--- src/rtl/core/cgen_pkg.sv ---
// -----------------------------------------------------------------------------
// cgen_pkg
// Shared widths, column codes and the memory control struct of the
// Chebyshev coefficient generator.
// -----------------------------------------------------------------------------
package cgen_pkg;

   localparam int DEGREE_W       = 6;
   localparam int POWER_W        = 6;
   localparam int COEF_W         = 48;
   localparam int MAX_DEGREE_DEF = 32;
   localparam int NUM_COLS       = 3;

   typedef logic [1:0] col_type;

   // column roles after reset and at every item start
   localparam col_type COL_NEXT_RST = 2'd0;
   localparam col_type COL_CUR_RST  = 2'd1;
   localparam col_type COL_PREV_RST = 2'd2;

   typedef struct packed {
      logic    rd_en_a;
      logic    rd_en_b;
      logic    wr_en;
      col_type col_a;
      col_type col_b;
      col_type col_w;
   } mem_ctl_type;

endpackage

--- src/rtl/core/cgen_seq.sv ---
// -----------------------------------------------------------------------------
// cgen_seq
// Sequencer: seeds T0/T1, runs the recurrence passes over the column memory
// and scans the result column into the response register.
// -----------------------------------------------------------------------------
module cgen_seq import cgen_pkg::*; #(
   parameter int  MAX_DEGREE = MAX_DEGREE_DEF,
   localparam int Rows       = MAX_DEGREE + 1,
   localparam int RowW       = $clog2(Rows)
) (
   input  logic                     clock,
   input  logic                     reset,
   input  logic                     req_valid,
   output logic                     req_ready,
   input  logic [DEGREE_W-1:0]      req_degree,
   output logic                     rsp_valid,
   input  logic                     rsp_ready,
   output logic [POWER_W-1:0]       rsp_power,
   output logic signed [COEF_W-1:0] rsp_coefficient,
   output logic                     rsp_last,
   output mem_ctl_type              mem_ctl,
   output logic [RowW-1:0]          rd_row_a,
   output logic [RowW-1:0]          rd_row_b,
   output logic [RowW-1:0]          wr_row,
   output logic [COEF_W-1:0]        wr_data,
   input  logic [COEF_W-1:0]        rd_data_a,
   input  logic [COEF_W-1:0]        rd_data_b
);

   typedef enum logic [4:0] {
      ST_IDLE  = 5'b00001,
      ST_INIT  = 5'b00010,
      ST_PASS  = 5'b00100,
      ST_SCAN  = 5'b01000,
      ST_CHECK = 5'b10000
   } seq_state_type;

   seq_state_type     state_ff, state_in;
   logic [RowW-1:0]   n_ff, n_in;
   logic [RowW-1:0]   k_ff, k_in;
   logic [RowW-1:0]   i_ff, i_in;
   col_type           nxt_ff, nxt_in;
   col_type           cur_ff, cur_in;
   col_type           prv_ff, prv_in;

   // write-back stage of the recurrence
   logic              wb_pend_ff, wb_pend_in;
   col_type           wb_col_ff, wb_col_in;
   logic [RowW-1:0]   wb_row_ff, wb_row_in;
   logic              wb_first_ff, wb_first_in;
   logic              wb_prv_ok_ff, wb_prv_ok_in;
   logic [COEF_W-1:0] wb_value;

   // response register
   logic                     out_valid_ff, out_valid_in;
   logic                     out_load;
   logic [POWER_W-1:0]       out_power_ff;
   logic signed [COEF_W-1:0] out_coef_ff;
   logic                     out_last_ff;

   logic              init_we;
   col_type           init_col;
   logic [RowW-1:0]   init_row;
   logic              init_one;
   logic              row_last;

   assign row_last = (i_ff == n_ff);

   // 2x*T(k+1) - T(k), one row
   always_comb begin
      logic [COEF_W-1:0] shifted;
      logic [COEF_W-1:0] sub;
      shifted  = wb_first_ff ? '0 : {rd_data_a[COEF_W-2:0], 1'b0};
      sub      = wb_prv_ok_ff ? rd_data_b : '0;
      wb_value = shifted - sub;
   end

   always_comb begin
      state_in     = state_ff;
      n_in         = n_ff;
      k_in         = k_ff;
      i_in         = i_ff;
      nxt_in       = nxt_ff;
      cur_in       = cur_ff;
      prv_in       = prv_ff;
      wb_pend_in   = 1'b0;
      wb_col_in    = wb_col_ff;
      wb_row_in    = wb_row_ff;
      wb_first_in  = wb_first_ff;
      wb_prv_ok_in = wb_prv_ok_ff;
      out_load     = 1'b0;
      mem_ctl      = '0;
      rd_row_a     = '0;
      rd_row_b     = '0;
      init_we      = 1'b0;
      init_col     = cur_ff;
      init_row     = '0;
      init_one     = 1'b0;
      req_ready    = 1'b0;

      case (state_ff)
         ST_IDLE: begin
            req_ready = 1'b1;
            if (req_valid) begin
               // saturate the degree
               if (req_degree > DEGREE_W'(MAX_DEGREE)) begin
                  n_in = RowW'(MAX_DEGREE);
               end else begin
                  n_in = RowW'(req_degree);
               end
               nxt_in   = COL_NEXT_RST;
               cur_in   = COL_CUR_RST;
               prv_in   = COL_PREV_RST;
               i_in     = '0;
               state_in = ST_INIT;
            end
         end
         ST_INIT: begin
            // seed previous = 1, current = x
            init_we = 1'b1;
            if (i_ff == '0) begin
               init_col = prv_ff;
               init_one = 1'b1;
               i_in     = i_ff + 1'b1;
            end else if (i_ff == RowW'(1)) begin
               i_in = i_ff + 1'b1;
            end else begin
               init_row = RowW'(1);
               init_one = 1'b1;
               i_in     = '0;
               if (n_ff < RowW'(2)) begin
                  state_in = ST_SCAN;
               end else begin
                  k_in     = RowW'(2);
                  state_in = ST_PASS;
               end
            end
         end
         ST_PASS: begin
            mem_ctl.rd_en_a = 1'b1;
            mem_ctl.rd_en_b = 1'b1;
            mem_ctl.col_a   = cur_ff;
            mem_ctl.col_b   = prv_ff;
            rd_row_a        = (i_ff == '0) ? '0 : i_ff - 1'b1;
            rd_row_b        = i_ff;
            wb_pend_in      = 1'b1;
            wb_col_in       = nxt_ff;
            wb_row_in       = i_ff;
            wb_first_in     = (i_ff == '0);
            // previous column holds rows up to k-2 only
            wb_prv_ok_in    = (i_ff < k_ff - 1'b1);
            if (i_ff == k_ff) begin
               prv_in = cur_ff;
               cur_in = nxt_ff;
               nxt_in = prv_ff;
               i_in   = '0;
               if (k_ff == n_ff) begin
                  state_in = ST_SCAN;
               end else begin
                  k_in = k_ff + 1'b1;
               end
            end else begin
               i_in = i_ff + 1'b1;
            end
         end
         ST_SCAN: begin
            mem_ctl.rd_en_a = 1'b1;
            mem_ctl.col_a   = (n_ff == '0) ? prv_ff : cur_ff;
            rd_row_a        = i_ff;
            state_in        = ST_CHECK;
         end
         ST_CHECK: begin
            if (rd_data_a == '0 || !out_valid_ff || rsp_ready) begin
               out_load = (rd_data_a != '0);
               if (row_last) begin
                  state_in = ST_IDLE;
               end else begin
                  i_in     = i_ff + 1'b1;
                  state_in = ST_SCAN;
               end
            end
         end
         default: begin
            state_in = ST_IDLE;
         end
      endcase

      out_valid_in = out_load | (out_valid_ff & ~rsp_ready);

      // single write port: seeding, then recurrence write-back
      mem_ctl.wr_en = init_we | wb_pend_ff;
      mem_ctl.col_w = init_we ? init_col : wb_col_ff;
      wr_row        = init_we ? init_row : wb_row_ff;
      wr_data       = init_we ? COEF_W'(init_one) : wb_value;
   end

   always_ff @(posedge clock) begin
      if (reset) begin
         state_ff     <= ST_IDLE;
         nxt_ff       <= COL_NEXT_RST;
         cur_ff       <= COL_CUR_RST;
         prv_ff       <= COL_PREV_RST;
         wb_pend_ff   <= 1'b0;
         out_valid_ff <= 1'b0;
         n_ff         <= '0;
         k_ff         <= '0;
         i_ff         <= '0;
      end else begin
         state_ff     <= state_in;
         nxt_ff       <= nxt_in;
         cur_ff       <= cur_in;
         prv_ff       <= prv_in;
         wb_pend_ff   <= wb_pend_in;
         out_valid_ff <= out_valid_in;
         n_ff         <= n_in;
         k_ff         <= k_in;
         i_ff         <= i_in;
      end
   end

   always_ff @(posedge clock) begin
      wb_col_ff    <= wb_col_in;
      wb_row_ff    <= wb_row_in;
      wb_first_ff  <= wb_first_in;
      wb_prv_ok_ff <= wb_prv_ok_in;
      if (out_load) begin
         out_power_ff <= POWER_W'(i_ff);
         out_coef_ff  <= rd_data_a;
         out_last_ff  <= row_last;
      end
   end

   assign rsp_valid       = out_valid_ff;
   assign rsp_power       = out_power_ff;
   assign rsp_coefficient = out_coef_ff;
   assign rsp_last        = out_last_ff;

endmodule

--- config.mk ---
export PLATFORM = sky130hd
export DESIGN_NAME = cgen_seq
export DESIGN_NICKNAME = d
export VERILOG_FILES = /design/src/rtl/core/cgen_pkg.sv /design/src/rtl/core/cgen_seq.sv
export SDC_FILE = /design/constraint.sdc
export NUM_CORES = 1
export LEC_CHECK = 0
export ABC_CLOCK_PERIOD_IN_PS = 4650
export CAP_MARGIN = 30
export CORE_MARGIN = 5
export CORE_UTILIZATION = 66
export DETAILED_ROUTE_END_ITERATION = 6
export DONT_BUFFER_PORTS = 1
export PLACE_DENSITY = 0.82
export SYNTH_ARGS = -nofsm -noshare
export SYNTH_HDL_FRONTEND = slang
export SYNTH_SLANG_ARGS = --single-unit
--- constraint.sdc ---
create_clock -name clock -period 4.65 [get_ports clock]
set_input_delay 0.93 -clock clock [delete_from_list [all_inputs] [get_ports clock]]
set_output_delay 0.93 -clock clock [all_outputs]
set_load 0.02 [all_outputs]
# Word-level counts from Yosys, hierarchy flattened
# Index checks and enable logic that the tools add are counted.
dict set report totals {
  reg_bits 96
  word_cells 119
}
dict set report classes {
  n_addsub 5
  n_lt_le_gt_ge 3
  n_eq_ne 18
  mux 57
  bitwise 4
  n_reduce_logical 16
}
# op n
set op_table {}
lappend op_table {{$mux W48} 3}
lappend op_table {{$mux W6} 15}
lappend op_table {{$logic_not A48 Y1} 1}
lappend op_table {{$reduce_bool A48 Y1} 1}
lappend op_table {{$sub A48 B48 Y48} 1}
lappend op_table {{$mux W5} 6}
lappend op_table {{$pmux W5 S5} 1}
lappend op_table {{$pmux W6 S2} 2}
lappend op_table {{$pmux W6 S4} 1}
lappend op_table {{$mux W2} 11}
lappend op_table {{$eq A6 B6 Y1} 3}
lappend op_table {{$ne A2 B2 Y1 const B} 9}
lappend op_table {{$pmux W2 S2} 4}
lappend op_table {{$add A6 B1 Y6 const B} 2}
lappend op_table {{$logic_not A6 Y1} 2}
lappend op_table {{$mux W1} 12}
lappend op_table {{$reduce_and A6 Y1} 2}
lappend op_table {{$sub A6 B1 Y6 const B} 2}
lappend op_table {{$mux W4} 2}
lappend op_table {{$eq A6 B1 Y1 const B} 1}
lappend op_table {{$gt A6 B6 Y1 const B} 1}
lappend op_table {{$lt A6 B2 Y1 const B} 1}
lappend op_table {{$lt A6 B6 Y1} 1}
lappend op_table {{$eq A5 B1 Y1 const B} 1}
lappend op_table {{15 further kinds} 18}

# Longest topological paths before layout
dict set report depth {
  depth_word 6
  depth_mapped 13
}

# Worst setup path after synthesis
# Ideal clock, no wire load.
dict set report synth_path {
  kind {input to output}
  startpoint {in rd_data_a[0]}
  endpoint {out wr_data[46]}
  arrival_time_ns 3.625
  path_slack_ns 0.095
  stages 11
  path_cell_list {nor2b_1 inv_1 fa_1 nand2b_1 a21oi_1 a21boi_1 o311ai_2 o211ai_1 a2111oi_4 o41ai_1 nor3b_1}
}
dict set report synth_via {
  elab_chain_cells 3
}
# element line_no
set synth_lines {}
lappend synth_lines {{from (decl)} cgen_seq.sv:26} ;# input logic [COEF_W-1:0] rd_data_a,
lappend synth_lines {{$mux W48} cgen_seq.sv:73} ;# shifted = wb_first_ff ? '0 : {rd_data_a[COEF_W-2:0], 1'b0};
lappend synth_lines {{$sub A48 B48 Y48} cgen_seq.sv:75} ;# wb_value = shifted - sub;
lappend synth_lines {{$mux W48} cgen_seq.sv:194} ;# wr_data = init_we ? COEF_W'(init_one) : wb_value;
lappend synth_lines {{to (decl)} cgen_seq.sv:25} ;# output logic [COEF_W-1:0] wr_data,
# No other way between the ends.

# Worst setup path in the final report
# Same ends and word-level chain as after synthesis.

==> flow_metrics.py <==
metrics = {
    "run_status": {
        "outcome": "finished, final reports clean",
    },
    "global_route": {
        "antenna_found_initial": 0,
        "grtUsageTotal_pct": 30.97,
        "grt-ovfl-total": 0,
        "grt_pass1_vias": 7051,
        "grt_pass1_wl_microns": 36140,
        "grt_max_degree": 50,
    },
    "synth": {
        "async_flop_share_pct": 0,
        "yosys-top-cells-count": "nand2_1 (124), nor2_1 (110), a21oi_1 (82), edfxtp_1 (65)",
        "synth_area_leaders": "edfxtp_1 (24%), ha_1 (8.9%), dfxtp_1 (7.7%)",
        "yosysTopAreaCell": "edfxtp_1",
        "synth.most_common_cell": "nand2_1",
        "synth_cell_types": 67,
        "synth-main-ff-cell": "edfxtp_1",
        "synth.cell_area_sq_um": 8036,
        "ys_warn_count": 0,
        "synth_edf_count": 65,
        "synth_seq_cells": 96,
        "synth_top_cell_area_share_pct": 24.29,
        "synth_cells": 992,
        "synth-seq-area-share_pct": 32.01,
        "postSynthAreaPerCell_sq_um": 8.101,
        "synthesis.nets": 1156,
    },
    "timing": {
        "drv_slew": 0,
        "finalSetupTns_ns": 0,
        "min_period_over_period_pct": 98.45,
        "worst_clock_skew_ns": 0.006390,
        "worst_slew_pin_slew_ns": 1.028,
        "relSlewSlack_pct": 31.45,
        "rsz0062_at_grt": "yes",
        "period_minus_slack_ns": 4.578,
        "max_freq_mhz": 218.4,
        "setup_viol_count_final": 0,
        "final_hold_viol_count": 0,
    },
    "floorplan": {
        "die_h_microns": 120.3,
        "dieArea_sq_um": 14480,
        "fp.coreArea_sq_um": 11960,
        "fp.dieW_microns": 120.3,
        "start_util_pct": 67.19,
        "num_io_pins": 238,
        "rows": 40,
    },
    "detailed_routing": {
        "drt_iter0_markers": 535,
        "firstDrtPassIters": 6,
        "wl_met1_microns": 9009,
        "ant_nets": 0,
        "vias_per_cell": 6.519,
        "totalWireLength_microns": 23030,
        "num_vias": 7432,
        "wl_per_cell_microns": 20.20,
        "wl_met3_microns": 2312,
        "drc_errors": 0,
        "top_layer": "met4",
        "wl_met2_microns": 10930,
    },
    "setup_path": {
        "crit_path_max_incr_delay_ns": 0.40,
        "cp_max_fo": 3,
        "reg2reg_depth": 8,
        "critPathCaptureType": "output port",
        "worst_path_most_repeated_cell": "buf_4",
        "reg2reg_from": "state_ff[1]",
        "cp_cell_sequence": "nor2b_1 > inv_1 > fa_2 > nand2b_1 > a21oi_2 > a21boi_2 > o311ai_4 > o211ai_1 > a2111oi_4 > buf_4 > o41ai_1 > nor3b_2 > buf_4",
        "worstSetupPathType": "in -> out",
        "cp.required_ns": 3.72,
        "cp-start-kind": "input port",
        "crit_arrival_ns": 3.65,
        "critical-path-slowest-cell": "fa_2",
        "rrSetupSlack_ns": 1.89,
        "r2r-end": "k_ff[5]",
    },
    "worst_hold_path": {
        "hold_path_class": "reg -> reg",
        "hold_depth": 0,
        "hold_end": "wb_col_ff[1]",
        "hp-start": "nxt_ff[1]",
    },
    "pwr": {
        "peakVddDrop_mv": 0.2213,
        "swShare_pct": 32.27,
        "clkPwrFrac_pct": 35.1,
        "p_total_uw": 2196,
        "combinationalPowerShare_pct": 22.7,
        "power.internal_uw": 1487,
        "p_leak_uw": 0.003529,
        "power_density_nw_per_um2": 251.3,
        "p_sw_uw": 708.5,
        "seq_power_share_pct": 42.2,
    },
    "run": {
        "maxCapViolations": 0,
    },
    "clocking": {
        "clockBufferDepth": 2,
        "holdBufCountCts": 0,
        "path_clk_slew_ns": 0.07,
        "clk_latency_ns": 0.36,
        "cts_tree": "yes",
        "cts-htree-levels": 3,
        "ctsRootBufferMaster": "clkbuf_16",
        "cts-buffers-inserted": 9,
        "clock-sinks": 96,
    },
    "place": {
        "port_buffers": 0,
        "hpwlAfterDp_microns": 17440,
        "place_area_sq_um": 8313,
        "gp_congestion": 0.9482,
    },
    "final_layout": {
        "fillers": 928,
        "syn2layout_area_growth_pct": 8.703,
        "nets": 1152,
        "drive_gt1_share_pct": 10.17,
        "n_antenna_cell": 0,
        "final_cell_area_sq_um": 8736,
    },
}
-- worst max-delay path by stage --
| stage | cells past startpoint | start | slack (ns) | endpoint |
|---|---|---|---|---|
| after global placement | 12 | rd_data_a[0] | -0.05 | wr_data[46] |
| after global routing | 12 | wb_prv_ok_ff | -0.06 | wr_data[46] |
| final | 13 | rd_data_a[0] | 0.07 | wr_data[46] |
| after detailed placement | 12 | rd_data_a[0] | -0.07 | wr_data[46] |
| after floorplan | 11 | rd_data_a[0] | 0.09 | wr_data[46] |
| after CTS | 12 | wb_prv_ok_ff | 0.0005 | wr_data[44] |
-- power by group through the flow --
| stage | combinational [uW] | clock (uW) | sequential (uW) |
|---|---|---|---|
| CTS | 483 | 781 | 925 |
| global placement | 475 | 0 | 945 |
| finish | 498 | 771 | 926 |
| global route | 540 | 826 | 927 |
| detailed placement | 478 | 0 | 945 |
| floorplan | 365 | 0 | 942 |
-- state kept, by name, indices dropped and copies added (netlist names), 5 cells and up --
signal           cells
rsp_coefficient     48
n_ff                 6
k_ff                 6
wb_row_ff            6
rsp_power            6
state_ff             5
i_ff                 6
-- repair_timing --
item,CTS,global route
pin swaps,5,3
setup endpoints to repair,5,15
buffers inserted,2,1
gates resized for setup,3,17
-- kinds of logic (layout without fill, tap and decap cells) --
group	after synthesis	count (layout)	share of synthesized area, %
AO/OA/AOI/OAI	234	234	18.68
XOR/XNOR	59	59	6.430
adder cells (fa/ha/maj)	58	58	9.123
buffers and inverters	84	85	4.095
flip-flops	96	96	32.01
multiplexers	12	12	1.557
AND/OR/NAND/NOR	449	449	28.10
-- critical path, delay by kind of cell --
family                   cells  cell delay, ns
buffers and inverters        3            0.44
adder cells (fa/ha/maj)      1            0.40
AND/OR/NAND/NOR              3            0.59
AO/OA/AOI/OAI                6            1.29
-- through the flow --
step | cells | hold slack, ns | util, % | setup slack, ns
2_1_floorplan | 992 | 0.4314 | - | 0.09473
3_3_place_gp | 1120 | 0.4593 | 69.50 | -0.04573
3_5_place_dp | 1120 | 0.4595 | 69.50 | -0.06864
4_1_cts | 1138 | 0.4771 | 72.28 | 0.0005218
5_1_grt | 1140 | 0.4984 | 73.03 | -0.05701
6_report | 1140 | 0.4745 | 73.03 | 0.07216
-- layout by cell type (no fill, tap or decap), types with 9 or more instances in the layout --
cell type  count
edfxtp_1      65
nor3b_1        9
o21ai_0       43
nand2b_1      16
nor4_1        17
o21a_1        10
nand4_1       25
nand3_1       15
ha_1          57
dfxtp_1       31
clkbuf_16      9
nor3_1        25
inv_1         20
xnor2_1       28
nor2_1       110
o21bai_1      13
xor2_1        31
and2_1        16
buf_4         46
a21oi_1       80
a21o_1        17
nand2_1      124
mux2i_1       11
nor2b_1       52
-- layout make-up --
type | instances | area, sq um | area share, %
Sequential cell | 96 | 2572 | 29.45
Inverter | 20 | 75.07 | 0.8594
Tap cell | 147 | 183.9 | 2.105
Clock buffer | 9 | 225.2 | 2.578
Clock inverter | 7 | 81.33 | 0.9310
Timing Repair Buffer | 49 | 384.1 | 4.397
Multi-Input combinational cell | 812 | 5214 | 59.68
-- layer usage --
metal | vias to the layer above | track usage [%]
met5 | - | 1.471
met4 | 0 | 12.96
met3 | 62 | 6.969
met2 | 396 | 51.84
met1 | 3432 | 38.53
li1 | 3542 | -
No activity file was read; power rests on OpenSTA's default activity.
